[src/rtl/core/rae_pkg.sv]
// Package for the register ALU execute block: sizes, opcodes and status codes.
// No dependencies; used by the channel interfaces and register_alu_execute.
`default_nettype none

package rae_pkg;

    localparam int NUM_REGS   = 16;
    localparam int DATA_WIDTH = 16;
    localparam int REG_IDX_W  = $clog2(NUM_REGS);
    localparam int SH_W       = $clog2(DATA_WIDTH);
    localparam int CNT_W      = $clog2(DATA_WIDTH);
    localparam int PC_W       = 16;
    localparam int FIELD_W    = 16;

    localparam logic [PC_W-1:0]    PC_STEP     = PC_W'(16);
    localparam logic [FIELD_W-1:0] TRAP_NUMBER = FIELD_W'(8'h80);

    typedef logic [DATA_WIDTH-1:0] data_t;
    typedef logic [PC_W-1:0]       pc_t;

    typedef enum logic [3:0] {
        OP_END = 4'd0,
        OP_ADD = 4'd1,
        OP_SUB = 4'd2,
        OP_MUL = 4'd3,
        OP_DIV = 4'd4,
        OP_AND = 4'd5,
        OP_OR  = 4'd6,
        OP_SHL = 4'd7,
        OP_SHR = 4'd8,
        OP_NOT = 4'd9,
        OP_MOV = 4'd10,
        OP_INT = 4'd11
    } opcode_t;

    typedef enum logic [2:0] {
        ST_OK          = 3'd0,
        ST_END         = 3'd1,
        ST_UNSUPPORTED = 3'd2,
        ST_DIVZERO     = 3'd3,
        ST_TRAP        = 3'd4
    } status_t;

endpackage

`default_nettype wire

[src/rtl/core/rae_if.sv]
// Valid/ready channel interfaces for register_alu_execute: instruction,
// result and configuration write. Depends on rae_pkg.
`default_nettype none

interface rae_instr_if;
    import rae_pkg::*;
    logic                 valid;
    logic                 ready;
    logic [3:0]           cmd;
    logic [3:0]           dest_reg;
    logic                 src_is_immediate;
    logic [3:0]           src_reg;
    logic [FIELD_W-1:0]   immediate;

    modport source (output valid, cmd, dest_reg, src_is_immediate, src_reg, immediate,
                    input ready);
    modport sink   (input valid, cmd, dest_reg, src_is_immediate, src_reg, immediate,
                    output ready);
endinterface

interface rae_result_if;
    import rae_pkg::*;
    logic                 valid;
    logic                 ready;
    logic [2:0]           status;
    logic [FIELD_W-1:0]   written_value;
    logic [PC_W-1:0]      next_pc;

    modport source (output valid, status, written_value, next_pc, input ready);
    modport sink   (input valid, status, written_value, next_pc, output ready);
endinterface

interface rae_cfg_if;
    import rae_pkg::*;
    logic                 valid;
    logic                 ready;
    logic [PC_W-1:0]      data;

    modport source (output valid, data, input ready);
    modport sink   (input valid, data, output ready);
endinterface

`default_nettype wire

[src/rtl/core/register_alu_execute.sv]
// Register ALU execute: 16 x 16-bit register file, program counter, iterative mul/div.
// Steps: an accepted instruction goes through fetch and write, with iterate between
// them for mul and for div by a nonzero source (one shared adder, one bit per cycle).
// Write waits for a free result slot; ready only in idle, one instruction at a time.
// Reset: registers read as zero (per-entry valid bits), pc cleared; a config
// transfer loads pc with the written start address.
`default_nettype none

module register_alu_execute (
    input  wire logic  clk,
    input  wire logic  rst_n,
    rae_instr_if.sink  instr,
    rae_result_if.source result,
    rae_cfg_if.sink    cfg
);
    import rae_pkg::*;

    typedef enum logic [1:0] {
        S_IDLE,
        S_FETCH,
        S_ITER,
        S_WRITE
    } state_t;

    state_t                state_reg;
    logic [REG_IDX_W-1:0]  rd_idx_reg;
    logic [REG_IDX_W-1:0]  rs_idx_reg;
    opcode_t               cmd_reg;
    logic                  imm_sel_reg;
    logic [FIELD_W-1:0]    imm_reg;
    data_t                 rd_data_reg;
    data_t                 rs_data_reg;
    logic [NUM_REGS-1:0]   valid_reg;
    data_t                 opa_reg;
    data_t                 opb_reg;
    data_t                 acc_reg;
    data_t                 res_reg;
    logic [CNT_W-1:0]      cnt_reg;
    status_t               status_reg;
    logic                  advance_reg;
    pc_t                   pc_reg;
    logic                  out_valid_reg;
    status_t               out_status_reg;
    logic [FIELD_W-1:0]    out_value_reg;
    pc_t                   out_pc_reg;

    data_t                 rf_mem [NUM_REGS];

    logic                  in_xfer;
    logic                  out_free;
    logic                  rf_we;
    data_t                 d_val;
    data_t                 src_val;
    logic                  src_big;
    logic [DATA_WIDTH:0]   add_x;
    logic [DATA_WIDTH:0]   add_y;
    logic                  add_sub;
    logic [DATA_WIDTH+1:0] add_sum;
    logic                  div_neg;
    logic                  iter_last;
    logic                  is_iter_op;

    data_t                 res_next;
    status_t               status_next;
    logic                  advance_next;

    assign instr.ready   = (state_reg == S_IDLE);
    assign in_xfer       = instr.valid && instr.ready;
    assign cfg.ready     = 1'b1;
    assign out_free      = !out_valid_reg || result.ready;
    assign rf_we         = (state_reg == S_WRITE) && out_free;

    assign result.valid         = out_valid_reg;
    assign result.status        = out_status_reg;
    assign result.written_value = out_value_reg;
    assign result.next_pc       = out_pc_reg;

    assign d_val   = valid_reg[rd_idx_reg] ? rd_data_reg : '0;
    assign src_val = imm_sel_reg ? DATA_WIDTH'(imm_reg)
                   : (valid_reg[rs_idx_reg] ? rs_data_reg : '0);
    assign src_big = (src_val >= DATA_WIDTH'(DATA_WIDTH));
    assign is_iter_op = (cmd_reg == OP_MUL) || ((cmd_reg == OP_DIV) && (src_val != '0));
    assign iter_last  = (cnt_reg == CNT_W'(DATA_WIDTH - 1));

    // shared adder: add/sub in fetch, shift-add multiply or restoring divide step in iter
    always_comb
    begin
        add_x   = (DATA_WIDTH+1)'(d_val);
        add_y   = (DATA_WIDTH+1)'(src_val);
        add_sub = (cmd_reg == OP_SUB);
        if (state_reg == S_ITER)
        begin
            if (cmd_reg == OP_MUL)
            begin
                add_x   = {1'b0, acc_reg[DATA_WIDTH-2:0], 1'b0};
                add_y   = opb_reg[DATA_WIDTH-1] ? (DATA_WIDTH+1)'(opa_reg) : '0;
                add_sub = 1'b0;
            end
            else
            begin
                add_x   = {acc_reg, opa_reg[DATA_WIDTH-1]};
                add_y   = (DATA_WIDTH+1)'(opb_reg);
                add_sub = 1'b1;
            end
        end
    end

    assign add_sum = {1'b0, add_x}
                   + (add_sub ? ~{1'b0, add_y} : {1'b0, add_y})
                   + (DATA_WIDTH+2)'(add_sub);
    assign div_neg = add_sum[DATA_WIDTH+1];

    always_comb
    begin
        res_next     = d_val;
        status_next  = ST_OK;
        advance_next = 1'b1;
        unique case (cmd_reg)
            OP_END:
            begin
                status_next  = ST_END;
                advance_next = 1'b0;
            end
            OP_ADD, OP_SUB: res_next = add_sum[DATA_WIDTH-1:0];
            OP_MUL: res_next = d_val;
            OP_DIV:
            begin
                if (src_val == '0)
                    status_next = ST_DIVZERO;
            end
            OP_AND: res_next = d_val & src_val;
            OP_OR:  res_next = d_val | src_val;
            OP_SHL: res_next = src_big ? '0 : (d_val << src_val[SH_W-1:0]);
            OP_SHR: res_next = src_big ? '0 : (d_val >> src_val[SH_W-1:0]);
            OP_NOT: res_next = (d_val == '0) ? DATA_WIDTH'(1) : '0;
            OP_MOV: res_next = src_val;
            OP_INT:
            begin
                if (imm_sel_reg && (imm_reg == TRAP_NUMBER))
                    status_next = ST_TRAP;
            end
            default:
            begin
                status_next  = ST_UNSUPPORTED;
                advance_next = 1'b0;
            end
        endcase
    end

    always_ff @(posedge clk)
    begin
        if (in_xfer)
        begin
            rd_data_reg <= rf_mem[REG_IDX_W'(instr.dest_reg)];
            rs_data_reg <= rf_mem[REG_IDX_W'(instr.src_reg)];
        end
        if (rf_we)
            rf_mem[rd_idx_reg] <= res_reg;
    end

    always_ff @(posedge clk or negedge rst_n)
    begin
        if (!rst_n)
        begin
            state_reg     <= S_IDLE;
            valid_reg     <= '0;
            pc_reg        <= '0;
            out_valid_reg <= 1'b0;
            cnt_reg       <= '0;
        end
        else
        begin
            if (out_valid_reg && result.ready)
                out_valid_reg <= 1'b0;
            if (cfg.valid && cfg.ready)
                pc_reg <= cfg.data;

            unique case (state_reg)
                S_IDLE:
                begin
                    if (in_xfer)
                    begin
                        cmd_reg     <= opcode_t'(instr.cmd);
                        rd_idx_reg  <= REG_IDX_W'(instr.dest_reg);
                        rs_idx_reg  <= REG_IDX_W'(instr.src_reg);
                        imm_sel_reg <= instr.src_is_immediate;
                        imm_reg     <= instr.immediate;
                        state_reg   <= S_FETCH;
                    end
                end
                S_FETCH:
                begin
                    res_reg     <= res_next;
                    status_reg  <= status_next;
                    advance_reg <= advance_next;
                    opa_reg     <= d_val;
                    opb_reg     <= src_val;
                    acc_reg     <= '0;
                    cnt_reg     <= '0;
                    state_reg   <= is_iter_op ? S_ITER : S_WRITE;
                end
                S_ITER:
                begin
                    cnt_reg <= cnt_reg + CNT_W'(1);
                    if (cmd_reg == OP_MUL)
                    begin
                        acc_reg <= add_sum[DATA_WIDTH-1:0];
                        opb_reg <= {opb_reg[DATA_WIDTH-2:0], 1'b0};
                        if (iter_last)
                            res_reg <= add_sum[DATA_WIDTH-1:0];
                    end
                    else
                    begin
                        acc_reg <= div_neg ? add_x[DATA_WIDTH-1:0] : add_sum[DATA_WIDTH-1:0];
                        opa_reg <= {opa_reg[DATA_WIDTH-2:0], !div_neg};
                        if (iter_last)
                            res_reg <= {opa_reg[DATA_WIDTH-2:0], !div_neg};
                    end
                    if (iter_last)
                        state_reg <= S_WRITE;
                end
                S_WRITE:
                begin
                    if (out_free)
                    begin
                        valid_reg[rd_idx_reg] <= 1'b1;
                        out_valid_reg         <= 1'b1;
                        out_status_reg        <= status_reg;
                        out_value_reg         <= FIELD_W'(res_reg);
                        out_pc_reg            <= advance_reg ? pc_reg + PC_STEP : pc_reg;
                        if (advance_reg)
                            pc_reg <= pc_reg + PC_STEP;
                        state_reg <= S_IDLE;
                    end
                end
                default: state_reg <= S_IDLE;
            endcase
        end
    end

    a_result_from_write: assert property (@(posedge clk) disable iff (!rst_n)
        $rose(out_valid_reg) |-> $past(state_reg == S_WRITE))
        else $error("result appeared outside the write step");

    a_pc_moves_legally: assert property (@(posedge clk) disable iff (!rst_n)
        (pc_reg != $past(pc_reg)) |->
            ($past(cfg.valid && cfg.ready) || (pc_reg == $past(pc_reg) + PC_STEP)))
        else $error("program counter changed without step or config transfer");

    a_accept_to_fetch: assert property (@(posedge clk) disable iff (!rst_n)
        in_xfer |=> (state_reg == S_FETCH))
        else $error("accepted instruction did not enter fetch");

    a_iter_exit: assert property (@(posedge clk) disable iff (!rst_n)
        (state_reg == S_ITER) |=> (state_reg == S_ITER || state_reg == S_WRITE))
        else $error("iteration left to an illegal state");

    a_result_pc_matches: assert property (@(posedge clk) disable iff (!rst_n)
        $rose(out_valid_reg) |-> (out_pc_reg == pc_reg))
        else $error("reported pc differs from program counter");

endmodule

`default_nettype wire
[src/flat_wrapper.sv]
// flat-port wrapper written by rule: the top's interface ports become plain ports
module register_alu_execute_flat import rae_pkg::*;
  (clk, rst_n, instr_valid, instr_cmd, instr_dest_reg, instr_src_is_immediate, instr_src_reg, instr_immediate, instr_ready, result_valid, result_status, result_written_value, result_next_pc, result_ready, cfg_valid, cfg_data, cfg_ready);
  rae_instr_if instr_i ();
  rae_result_if result_i ();
  rae_cfg_if cfg_i ();
  input  wire logic clk;
  input  wire logic rst_n;
  input wire logic [$bits(instr_i.valid)-1:0] instr_valid;
  input wire logic [$bits(instr_i.cmd)-1:0] instr_cmd;
  input wire logic [$bits(instr_i.dest_reg)-1:0] instr_dest_reg;
  input wire logic [$bits(instr_i.src_is_immediate)-1:0] instr_src_is_immediate;
  input wire logic [$bits(instr_i.src_reg)-1:0] instr_src_reg;
  input wire logic [$bits(instr_i.immediate)-1:0] instr_immediate;
  output wire logic [$bits(instr_i.ready)-1:0] instr_ready;
  output wire logic [$bits(result_i.valid)-1:0] result_valid;
  output wire logic [$bits(result_i.status)-1:0] result_status;
  output wire logic [$bits(result_i.written_value)-1:0] result_written_value;
  output wire logic [$bits(result_i.next_pc)-1:0] result_next_pc;
  input wire logic [$bits(result_i.ready)-1:0] result_ready;
  input wire logic [$bits(cfg_i.valid)-1:0] cfg_valid;
  input wire logic [$bits(cfg_i.data)-1:0] cfg_data;
  output wire logic [$bits(cfg_i.ready)-1:0] cfg_ready;
  assign instr_i.valid = instr_valid;
  assign instr_i.cmd = instr_cmd;
  assign instr_i.dest_reg = instr_dest_reg;
  assign instr_i.src_is_immediate = instr_src_is_immediate;
  assign instr_i.src_reg = instr_src_reg;
  assign instr_i.immediate = instr_immediate;
  assign instr_ready = instr_i.ready;
  assign result_valid = result_i.valid;
  assign result_status = result_i.status;
  assign result_written_value = result_i.written_value;
  assign result_next_pc = result_i.next_pc;
  assign result_i.ready = result_ready;
  assign cfg_i.valid = cfg_valid;
  assign cfg_i.data = cfg_data;
  assign cfg_ready = cfg_i.ready;
  register_alu_execute u_core (.clk(clk), .rst_n(rst_n), .instr(instr_i), .result(result_i), .cfg(cfg_i));
endmodule
[config.mk]
export PLATFORM = sky130hd
export DESIGN_NAME = register_alu_execute_flat
export DESIGN_NICKNAME = d
export VERILOG_FILES = /design/src/rtl/core/rae_pkg.sv /design/src/rtl/core/rae_if.sv /design/src/rtl/core/register_alu_execute.sv /design/src/flat_wrapper.sv
export SDC_FILE = /design/constraint.sdc
export NUM_CORES = 1
export LEC_CHECK = 0
export BUFFER_PORTS_ARGS = -buffer_cell sky130_fd_sc_hd__buf_2
export CORE_ASPECT_RATIO = 1.2
export CORE_MARGIN = 2
export CORE_UTILIZATION = 45
export CTS_BUF_LIST = sky130_fd_sc_hd__clkbuf_2 sky130_fd_sc_hd__clkbuf_4 sky130_fd_sc_hd__clkbuf_8
export DETAILED_ROUTE_END_ITERATION = 16
export SYNTH_ARGS = -nofsm -noshare
export SYNTH_HDL_FRONTEND = slang
export SYNTH_SLANG_ARGS = --single-unit
[constraint.sdc]
create_clock -name clk -period 6.1 [get_ports clk]
set_clock_uncertainty 0.05 [all_clocks]
set_input_delay 0.305 -clock clk [delete_from_list [all_inputs] [get_ports clk]]
set_output_delay 0.305 -clock clk [all_outputs]
set_load 0.01 [all_outputs]
==> results.toml, run 1 <==
[layout]
largest_reg_flops = 256
largest_register = "u_core.rf_mem"
syn2layout_area_growth_pct = 14.4
final_area_um2 = 27200
drive_gt1_share_pct = 26.5
final_nets = 1923

[logic_synthesis]
yosys.area_share.simple_pct = 8.32
syn_nets = 1785
yosysWarnings = 0
muxShareOfSynthArea_pct = 18.5
synth.ff_latch_count = 459
async_flop_share_pct = 8.50
synth_top_family_by_area = "multiplexers"
synth-compound-area-share_pct = 10.6
yosysSeqAreaShare_pct = 57.1
ys_types = 78
syn-cell-area_um2 = 23800
postSynthCellCount = 1710
synth-xor-area-share_pct = 1.47
synth_edf_count = 420
synth_area_per_cell_um2 = 13.9
ys.flop_type = "edfxtp_1"
yosys.area_share.adder_pct = 1.35

[worst_setup_path]
start_kind = "flop"
path_cells = "mux4_1 -> mux2i_4 -> mux2_4 -> o21ai_0 -> nor2_1 -> a31oi_1 -> xor2_1 -> ha_1 -> a21o_1 -> a21o_1 -> a21oi_1 -> inv_1 -> nor3_1 -> a21oi_2 -> a21oi_2 -> mux2i_2 -> buf_4 -> nor2_1 -> a211oi_1"
slowest_delay_ns = 0.65
arrival_ns = 6.12
path_class = "flop to flop"
worstSetupEndpointType = "flop"
cp.required_ns = 6.55
path_max_fanout = 22
cp.buffers_inverters = 2
cp_slowest_cell = "mux4_1"
cp_top_family = "multiplexers"

[floorplan]
die_area_um2 = 54800
fp.dieH_um = 256
io_pins = 88
core-area_um2 = 52400
start_util_pct = 45.4
rows = 92
die_w_um = 214

[run]
maxCapViolations = 0

[timing]
final-hold-violation-count = 0
maxSlewViolCount = 0
post-route-period-util_pct = 93.0
max_freq_mhz = 176
setup_viol = 0
fin_ws_ns = 0.429
setup_tns_ns = 0
slew_headroom_pct = 21.8
timing_worst_slew_pin_value_ns = 1.17
rsz0062_at_grt = "no"
fin_crit_ns = 5.67
whs_ns = 0.0578

[placement]
post-dp-hpwl_mm = 48.1
dp_slack_ns = 0.504
portBuffers = 86
place_area_um2 = 25200
gp_congestion = 0.978

[clocking]
numCtsBuffers = 76
path_clk_slew_ns = 0.06
clk_latency_ns = 0.70
cts_tree = "built"
cts_sinks = 459
post_cts_buffers = 0
h-tree-depth = 3
clockBufferDepth = 3
cts-root-buf = "clkbuf_8"

[status]
status = "finished clean"

[drt]
ant_nets = 0
vias = 16200
viasPerCell = 6.21
wl_mm = 72.5
wl_per_cell_um = 27.7
drtIter0Drc = 1784
drc = 0
drt_first_pass_iters = 6

[global_route]
grt_pass1_wl_mm = 107
grt_pass1_vias = 16500
track_usage_pct = 26.5
gr-total-overflow = 0
antenna_found_initial = 1
grt_max_degree = 66

[pwr]
power_uw = 11800
power.density_nw_per_um2 = 433
ir_drop_uv = 231
leakage_uw = 0.00931

[hold_path]
hold_path.class = "input pin to flop"
## worst register-to-register path: cells and delay by family (launching register included)
kind / cells / cell delay, ns
buffers and inverters: 2 / 0.43
adders and majority gates: 1 / 0.38
DFF: 1 / 0.48
xor gates and xnor gates: 1 / 0.20
muxes: 4 / 1.74
AOI/OAI and AO/OA: 8 / 1.66
and+or+nand+nor: 3 / 0.53
## per-stage QoR
| step | cells | util (%) |
|---|---|---|
| 6_report | 2613 | 52.0 |
| 5_1_grt | 2613 | 52.0 |
| 4_1_cts | 2612 | 52.0 |
| 3_5_place_dp | 2432 | 48.0 |
| 3_3_place_gp | 2432 | 48.0 |
| 2_1_floorplan | 1710 | - |
## cell families after synthesis
kind of cell             after synthesis
AO/OA/AOI/OAI                        391
XOR/XNOR                              40
adder cells (fa/ha/maj)               25
buffers and inverters                149
flip-flops                           459
multiplexers                         225
other                                  1
AND/OR/NAND/NOR                      420
## per-layer routing
metal	up-vias	part of all wire, %	wire, um	global-route usage, %
met5	-	0	0	0
met1	8291	39	28200	33.0
met4	0	3.9	2850	11.5
li1	7103	-	-	-
met2	654	51	37100	46.0
met3	176	5.9	4290	3.97
## Yosys cell counts (all sizes together) (3+ instances only)
cell / number / area [um^2]
edfxtp: 420 / 12600
mux4: 168 / 3790
nand2: 145 / 547
o21ai: 129 / 646
a21oi: 90 / 465
nor2: 89 / 334
clkbuf: 70 / 263
nand3: 59 / 300
buf: 48 / 251
mux2i: 47 / 495
dfrtp: 39 / 976
inv: 31 / 116
a31oi: 27 / 169
o211ai: 25 / 203
ha: 24 / 300
or2: 20 / 125
xnor2: 20 / 175
xor2: 20 / 175
a21o: 15 / 113
and3: 15 / 93.8
nor3: 15 / 75.1
and2: 14 / 87.6
a211oi: 13 / 97.6
a221oi: 13 / 114
nand2b: 13 / 81.3
nor2b: 13 / 81.3
a221o: 11 / 110
nand4: 11 / 68.8
mux2: 10 / 116
o22ai: 9 / 56.3
nor4: 8 / 50.1
a211o: 7 / 61.3
a22o: 6 / 52.6
nor3b: 6 / 45.0
or3: 6 / 37.5
o221ai: 5 / 61.3
a222oi: 4 / 40.0
a22oi: 4 / 30.0
o21a: 4 / 30.0
a31o: 3 / 26.3
a41oi: 3 / 26.3
o2111ai: 3 / 26.3
## cells in the final DEF (no fill, tap or decap), types with 44 or more instances in the layout
| cell | instances |
|---|---|
| edfxtp_1 | 420 |
| mux4_2 | 166 |
| nand2_1 | 144 |
| o21ai_0 | 122 |
| a21oi_1 | 85 |
| buf_2 | 84 |
| clkbuf_8 | 80 |
| nor2_1 | 76 |
| nand3_1 | 58 |
| buf_4 | 49 |
| mux2i_1 | 44 |
## power breakdown
part	switching, uW	leakage (uW)	internal, uW
clock network	1300	0.000867	1650
logic	2690	0.00414	1490
registers	480	0.00430	4200
## cell type report
| type | count | area [um^2] |
|---|---|---|
| Fill cell | 4461 | 25100 |
| Sequential cell | 459 | 13600 |
| Multi-Input combinational cell | 1102 | 9740 |
| Clock buffer | 106 | 1300 |
| Timing Repair Buffer | 178 | 1260 |
| Tap cell | 705 | 882 |
| Clock inverter | 31 | 347 |
| Inverter | 31 | 116 |
| Antenna cell | 1 | 2.50 |
## path summary, 6_finish.rpt
path	depth (start not counted)	slack, ns	from	endpoint
worst max register to register	19	0.43	u_core.rs_idx_reg[0]$_DFFE_PP_	u_core.acc_reg[9]$_SDFFCE_PN0P_
min in group asynchronous	2	0.09	rst_n	u_core.valid_reg[11]$_DFFE_PN0P_
worst max-delay path	19	0.43	u_core.rs_idx_reg[0]$_DFFE_PP_	u_core.acc_reg[9]$_SDFFCE_PN0P_
max in group asynchronous	3	5.14	rst_n	u_core.cnt_reg[3]$_DFFE_PN0N_
worst min register to register	0	0.38	u_core.status_reg[0]$_DFFE_PP_	u_core.result.status[0]$_DFFE_PP_
worst min-delay path	1	0.06	instr_src_reg[0]	u_core.rs_idx_reg[0]$_DFFE_PP_
## what timing repair did
| action | CTS | global route |
|---|---|---|
| hold buffers | 43 | 0 |
| gates resized for setup | 0 | 0 |
| endpoints found under the hold margin | 59 | 0 |
(Power assumes the default switching activity.)
==> run 2: changes to the inputs <==
CELL_PAD_IN_SITES_DETAIL_PLACEMENT = 1   (was not set)
CELL_PAD_IN_SITES_GLOBAL_PLACEMENT = 2   (was not set)
PLACE_DENSITY_LB_ADDON = 0.1   (was not set)
==> results.toml, run 2 (synthesized netlist as in run 1, its figures left out) <==
[global_route]
grt_pass1_wl_mm = 117
grt_pass1_vias = 17500
gr-total-overflow = 0
track_usage_pct = 29.1
antenna_found_initial = 1
grt_max_degree = 66

[placement]
portBuffers = 86
gp_congestion = 0.926
dp_cells = 2435
post-dp-hpwl_mm = 54.0

[worst_setup_path]
cp_top_family = "compound AO/OA/AOI/OAI gates"
slowest_delay_ns = 0.57
start_kind = "flop"
worstSetupPathDepth = 16
cp.required_ns = 6.47
path_class = "flop to flop"
cp_slowest_cell = "edfxtp_1"
r2r_cells = 16
cp.buffers_inverters = 0
worstSetupEndpointType = "flop"
arrival_ns = 5.86
path_cells = "mux4_2 -> mux2_2 -> o211ai_2 -> a21oi_2 -> o31a_1 -> fa_1 -> a21o_1 -> a21oi_1 -> o21ai_0 -> a41oi_1 -> nor2b_1 -> o21a_1 -> o21ai_0 -> a21oi_1 -> xor2_1 -> a211o_1"
path_max_fanout = 15

[clocking]
cts_sinks = 459
ctsResizeCount = 0
clockBufferDepth = 3
h-tree-depth = 3
numCtsBuffers = 79
clk_latency_ns = 0.71
path_clk_slew_ns = 0.06
cts_tree = "built"
cts-root-buf = "clkbuf_8"

[layout]
register_area_um2 = 13600
final_cell_mix = "edfxtp_1 (420), mux4_2 (166), nand2_1 (144)"
syn2layout_area_growth_pct = 14.2
finalNonFillerCells = 2622
largest_reg_flops = 256
final_nets = 1928
final_core_util_pct = 51.9
drive_gt1_share_pct = 26.7
n_fill_cell = 5197
layout_commonest_cell = "edfxtp_1"
multiInputGateArea_um2 = 9750
largest_register = "u_core.rf_mem"

[status]
status = "finished clean"

[timing]
max_freq_mhz = 182
post-route-period-util_pct = 90.0
slew_headroom_pct = 20.0
whs_ns = 0.145
rsz0062_at_grt = "no"
fin_crit_ns = 5.49
setup_tns_ns = 0
maxSlewViolCount = 0
timing_worst_slew_pin_value_ns = 1.20
setup_viol = 0
final-hold-violation-count = 0

[hold_path]
whs_path_depth = 1
hold_path.class = "input pin to flop"

[floorplan]
rows = 92
fp.dieH_um = 256
io_pins = 88
die_w_um = 214
die_area_um2 = 54800
start_util_pct = 45.4
core-area_um2 = 52400

[pwr]
ir_drop_uv = 194
power.density_nw_per_um2 = 434
leakage_uw = 0.00928

[drt]
drtIter0Drc = 1488
drc = 0
wl_per_cell_um = 30.2
wl_mm = 79.1
vias = 16500
viasPerCell = 6.29
ant_nets = 0
drt_first_pass_iters = 8

[run]
maxCapViolations = 0
[run 2: power breakdown]
part	switching [uW]	leakage, uW	internal, uW
sequential	493	0.00430	4200
clock	1350	0.000836	1530
combinational	2740	0.00414	1490
total	4590	0.00928	7220
[run 2: stage by stage]
step                setup WS (ns)  total power [uW]  cell area, um^2
floorplan                    1.39              7310            23800
global placement            0.782              8840            25200
detailed placement          0.639              8900            25200
CTS                         0.585             11800            27200
global route                0.288             12400            27200
finish                      0.612             11800            27200
[run 2: layout make-up]
type                    count  area share, %
diodes                      2         0.0184
inverters                  31          0.428
multi-input cells        1102           35.9
well taps                 705           3.25
clock inverters            32          0.907
repair buffers            180           4.58
flip-flops and latches    459           50.0
clock buffers             111           4.95
[run 2: repair_timing]
item,4_1_cts,5_1_grt
setup buffers,0,0
endpoints found under the hold margin,77,0
hold buffers,42,0
[run 2: final timing paths]
check                                               endpoint  slack [ns]                      startpoint
min in group asynchronous   u_core.valid_reg[11]$_DFFE_PN0P_        0.35                           rst_n
hold reg to reg            u_core.result.status[0]$_DFFE_PP_        0.37  u_core.status_reg[0]$_DFFE_PP_
setup / recovery                u_core.res_reg[14]$_DFFE_PP_        0.61  u_core.rd_idx_reg[0]$_DFFE_PP_
hold / removal                u_core.rd_idx_reg[3]$_DFFE_PP_        0.15               instr_dest_reg[3]
setup reg to reg                u_core.res_reg[14]$_DFFE_PP_        0.61  u_core.rd_idx_reg[0]$_DFFE_PP_
max in group asynchronous      u_core.cnt_reg[3]$_DFFE_PN0N_        5.20                           rst_n
[run 2: metal layers]
layer	vias up	global-route usage, %	share of wire [%]
met1	8578	36.0	39
met5	-	0	0
met4	0	15.0	4.9
li1	7120	-	-
met3	191	4.25	5.2
met2	601	49.7	51
==> run 3: changes to the inputs <==
REMOVE_ABC_BUFFERS = 1   (was not set)
==> results.toml, run 3 (synthesized netlist as in run 1, its figures left out) <==
[layout]
largest_reg_flops = 256
final_core_util_pct = 51.9
layout_commonest_cell = "edfxtp_1"
final_cell_mix = "edfxtp_1 (420), mux4_2 (166), nand2_1 (144)"
drive_gt1_share_pct = 27.0
final_nets = 1933
n_fill_cell = 5212
largest_register = "u_core.rf_mem"
multiInputGateArea_um2 = 9710
syn2layout_area_growth_pct = 14.3
final_area_um2 = 27200
register_area_um2 = 13600

[worst_setup_path]
cp.required_ns = 6.56
r2r_start = "u_core.rs_idx_reg[0]$_DFFE_PP_"
arrival_ns = 6.07
worstSetupEndpointType = "flop"
start_kind = "flop"
cp_top_family = "multiplexers"
slowest_delay_ns = 0.65
r2r_cells = 20
cp_slowest_cell = "mux4_1"
path_cells = "mux4_1 -> mux2i_4 -> mux2_4 -> o21ai_0 -> buf_4 -> nor2_1 -> a31oi_1 -> xor2_1 -> ha_1 -> a21o_1 -> a21o_1 -> a21oi_1 -> inv_1 -> nor3_1 -> a21oi_2 -> a21oi_2 -> mux2i_2 -> buf_4 -> nor2_1 -> a211oi_1"
path_class = "flop to flop"
reg2reg_to = "u_core.acc_reg[9]$_SDFFCE_PN0P_"
rrSetupSlack_ns = 0.49
path_max_fanout = 23
cp.buffers_inverters = 3

[clocking]
path_clk_slew_ns = 0.06
numCtsBuffers = 78
clockBufferDepth = 3
cts_sinks = 459
h-tree-depth = 3
cts-root-buf = "clkbuf_8"
clk_latency_ns = 0.71
cts_tree = "built"

[timing]
whs_ns = 0.190
maxSlewViolCount = 0
rsz0062_at_grt = "no"
post-route-period-util_pct = 92.0
max_freq_mhz = 178
final-hold-violation-count = 0
fin_crit_ns = 5.61
slew_headroom_pct = 26.5
setup_viol = 0
timing_worst_slew_pin_value_ns = 1.10

[drt]
drc = 0
drtIter0Drc = 1533
vias = 16600
wl_mm = 78.5
drt_first_pass_iters = 5
ant_nets = 0
viasPerCell = 6.32
wl_per_cell_um = 29.8

[pwr]
leakage_uw = 0.00934
ir_drop_uv = 217
power.density_nw_per_um2 = 432

[floorplan]
rows = 92
die_w_um = 214
io_pins = 88
start_util_pct = 45.4
die_area_um2 = 54800
fp.dieH_um = 256
core-area_um2 = 52400

[global_route]
antenna_found_initial = 1
track_usage_pct = 29.0
grt_pass1_wl_mm = 118
gr-total-overflow = 0
grt_pass1_vias = 17700
grt_max_degree = 66

[hold_path]
whs_path_depth = 1
min-delay-start = "instr_src_reg[3]"
hold_path.class = "input pin to flop"
hold_path_end = "u_core.rs_idx_reg[3]$_DFFE_PP_"

[placement]
portBuffers = 86
gp_congestion = 0.973
place_area_um2 = 25200
post-dp-hpwl_mm = 53.2

[run]
maxCapViolations = 0

[status]
status = "finished clean"
run 3: cell types whose count changed in the layout (fill, tap and decap cells not counted), moves of 2 or more:
cell / previous run / this run
nor2_2: 0 / 10
clkbuf_8: 82 / 84
clkbuf_4: 29 / 24
buf_4: 54 / 60
clkinv_2: 9 / 15
nor2_4: 13 / 4
clkinvlp_4: 4 / 2
run 3: timing repair:
item,in CTS,in global routing
hold buffers,42,0
hold endpoints to repair,77,0
setup buffers,0,0
resized for setup,0,1
setup endpoints to repair,0,12
run 3: through the flow:
| step | TNS [ns] | total power (uW) | std cells | setup WS [ns] |
|---|---|---|---|---|
| floorplan | -26.89 | 7200 | 1592 | -1.56 |
| global placement | 0 | 8760 | 2441 | 0.444 |
| detailed placement | 0 | 8840 | 2441 | 0.325 |
| CTS | 0 | 11800 | 2628 | 0.284 |
| global route | 0 | 12400 | 2629 | 0.0352 |
| finish | 0 | 11800 | 2629 | 0.488 |
run 3: worst max path at each step:
stage	start	to	slack (ns)	cells past startpoint
6_report	u_core.rs_idx_reg[0]$_DFFE_PP_	u_core.acc_reg[9]$_SDFFCE_PN0P_	0.49	20
4_1_cts	u_core.rs_idx_reg[0]$_DFFE_PP_	u_core.acc_reg[9]$_SDFFCE_PN0P_	0.28	19
5_1_grt	u_core.rs_idx_reg[0]$_DFFE_PP_	u_core.acc_reg[9]$_SDFFCE_PN0P_	0.04	20
2_1_floorplan	u_core.cmd_reg[2]$_DFFE_PP_	u_core.acc_reg[12]$_SDFFCE_PN0P_	-1.56	15
3_5_place_dp	u_core.rs_idx_reg[0]$_DFFE_PP_	u_core.acc_reg[9]$_SDFFCE_PN0P_	0.32	20
3_3_place_gp	u_core.rs_idx_reg[0]$_DFFE_PP_	u_core.acc_reg[9]$_SDFFCE_PN0P_	0.44	20
run 3: cell type report:
class	count	share of cell area (%)
Sequential cell	459	49.9
Multi-Input combinational cell	1102	35.7
Inverter	31	0.428
Tap cell	705	3.24
Timing Repair Buffer	186	4.75
Antenna cell	1	0.00920
Clock buffer	108	4.91
Clock inverter	37	1.03
run 3: metal layers:
metal	share of wire (%)	global-route usage (%)	up-vias
met5	0	0	-
met4	4.0	12.4	0
met3	5.2	4.22	187
met2	50	48.8	593
met1	41	37.6	8695
li1	-	-	7131
run 3: power by group:
| part | internal (uW) | switching (uW) |
|---|---|---|
| Clock | 1560 | 1330 |
| Combinational | 1480 | 2720 |
| Sequential | 4200 | 475 |
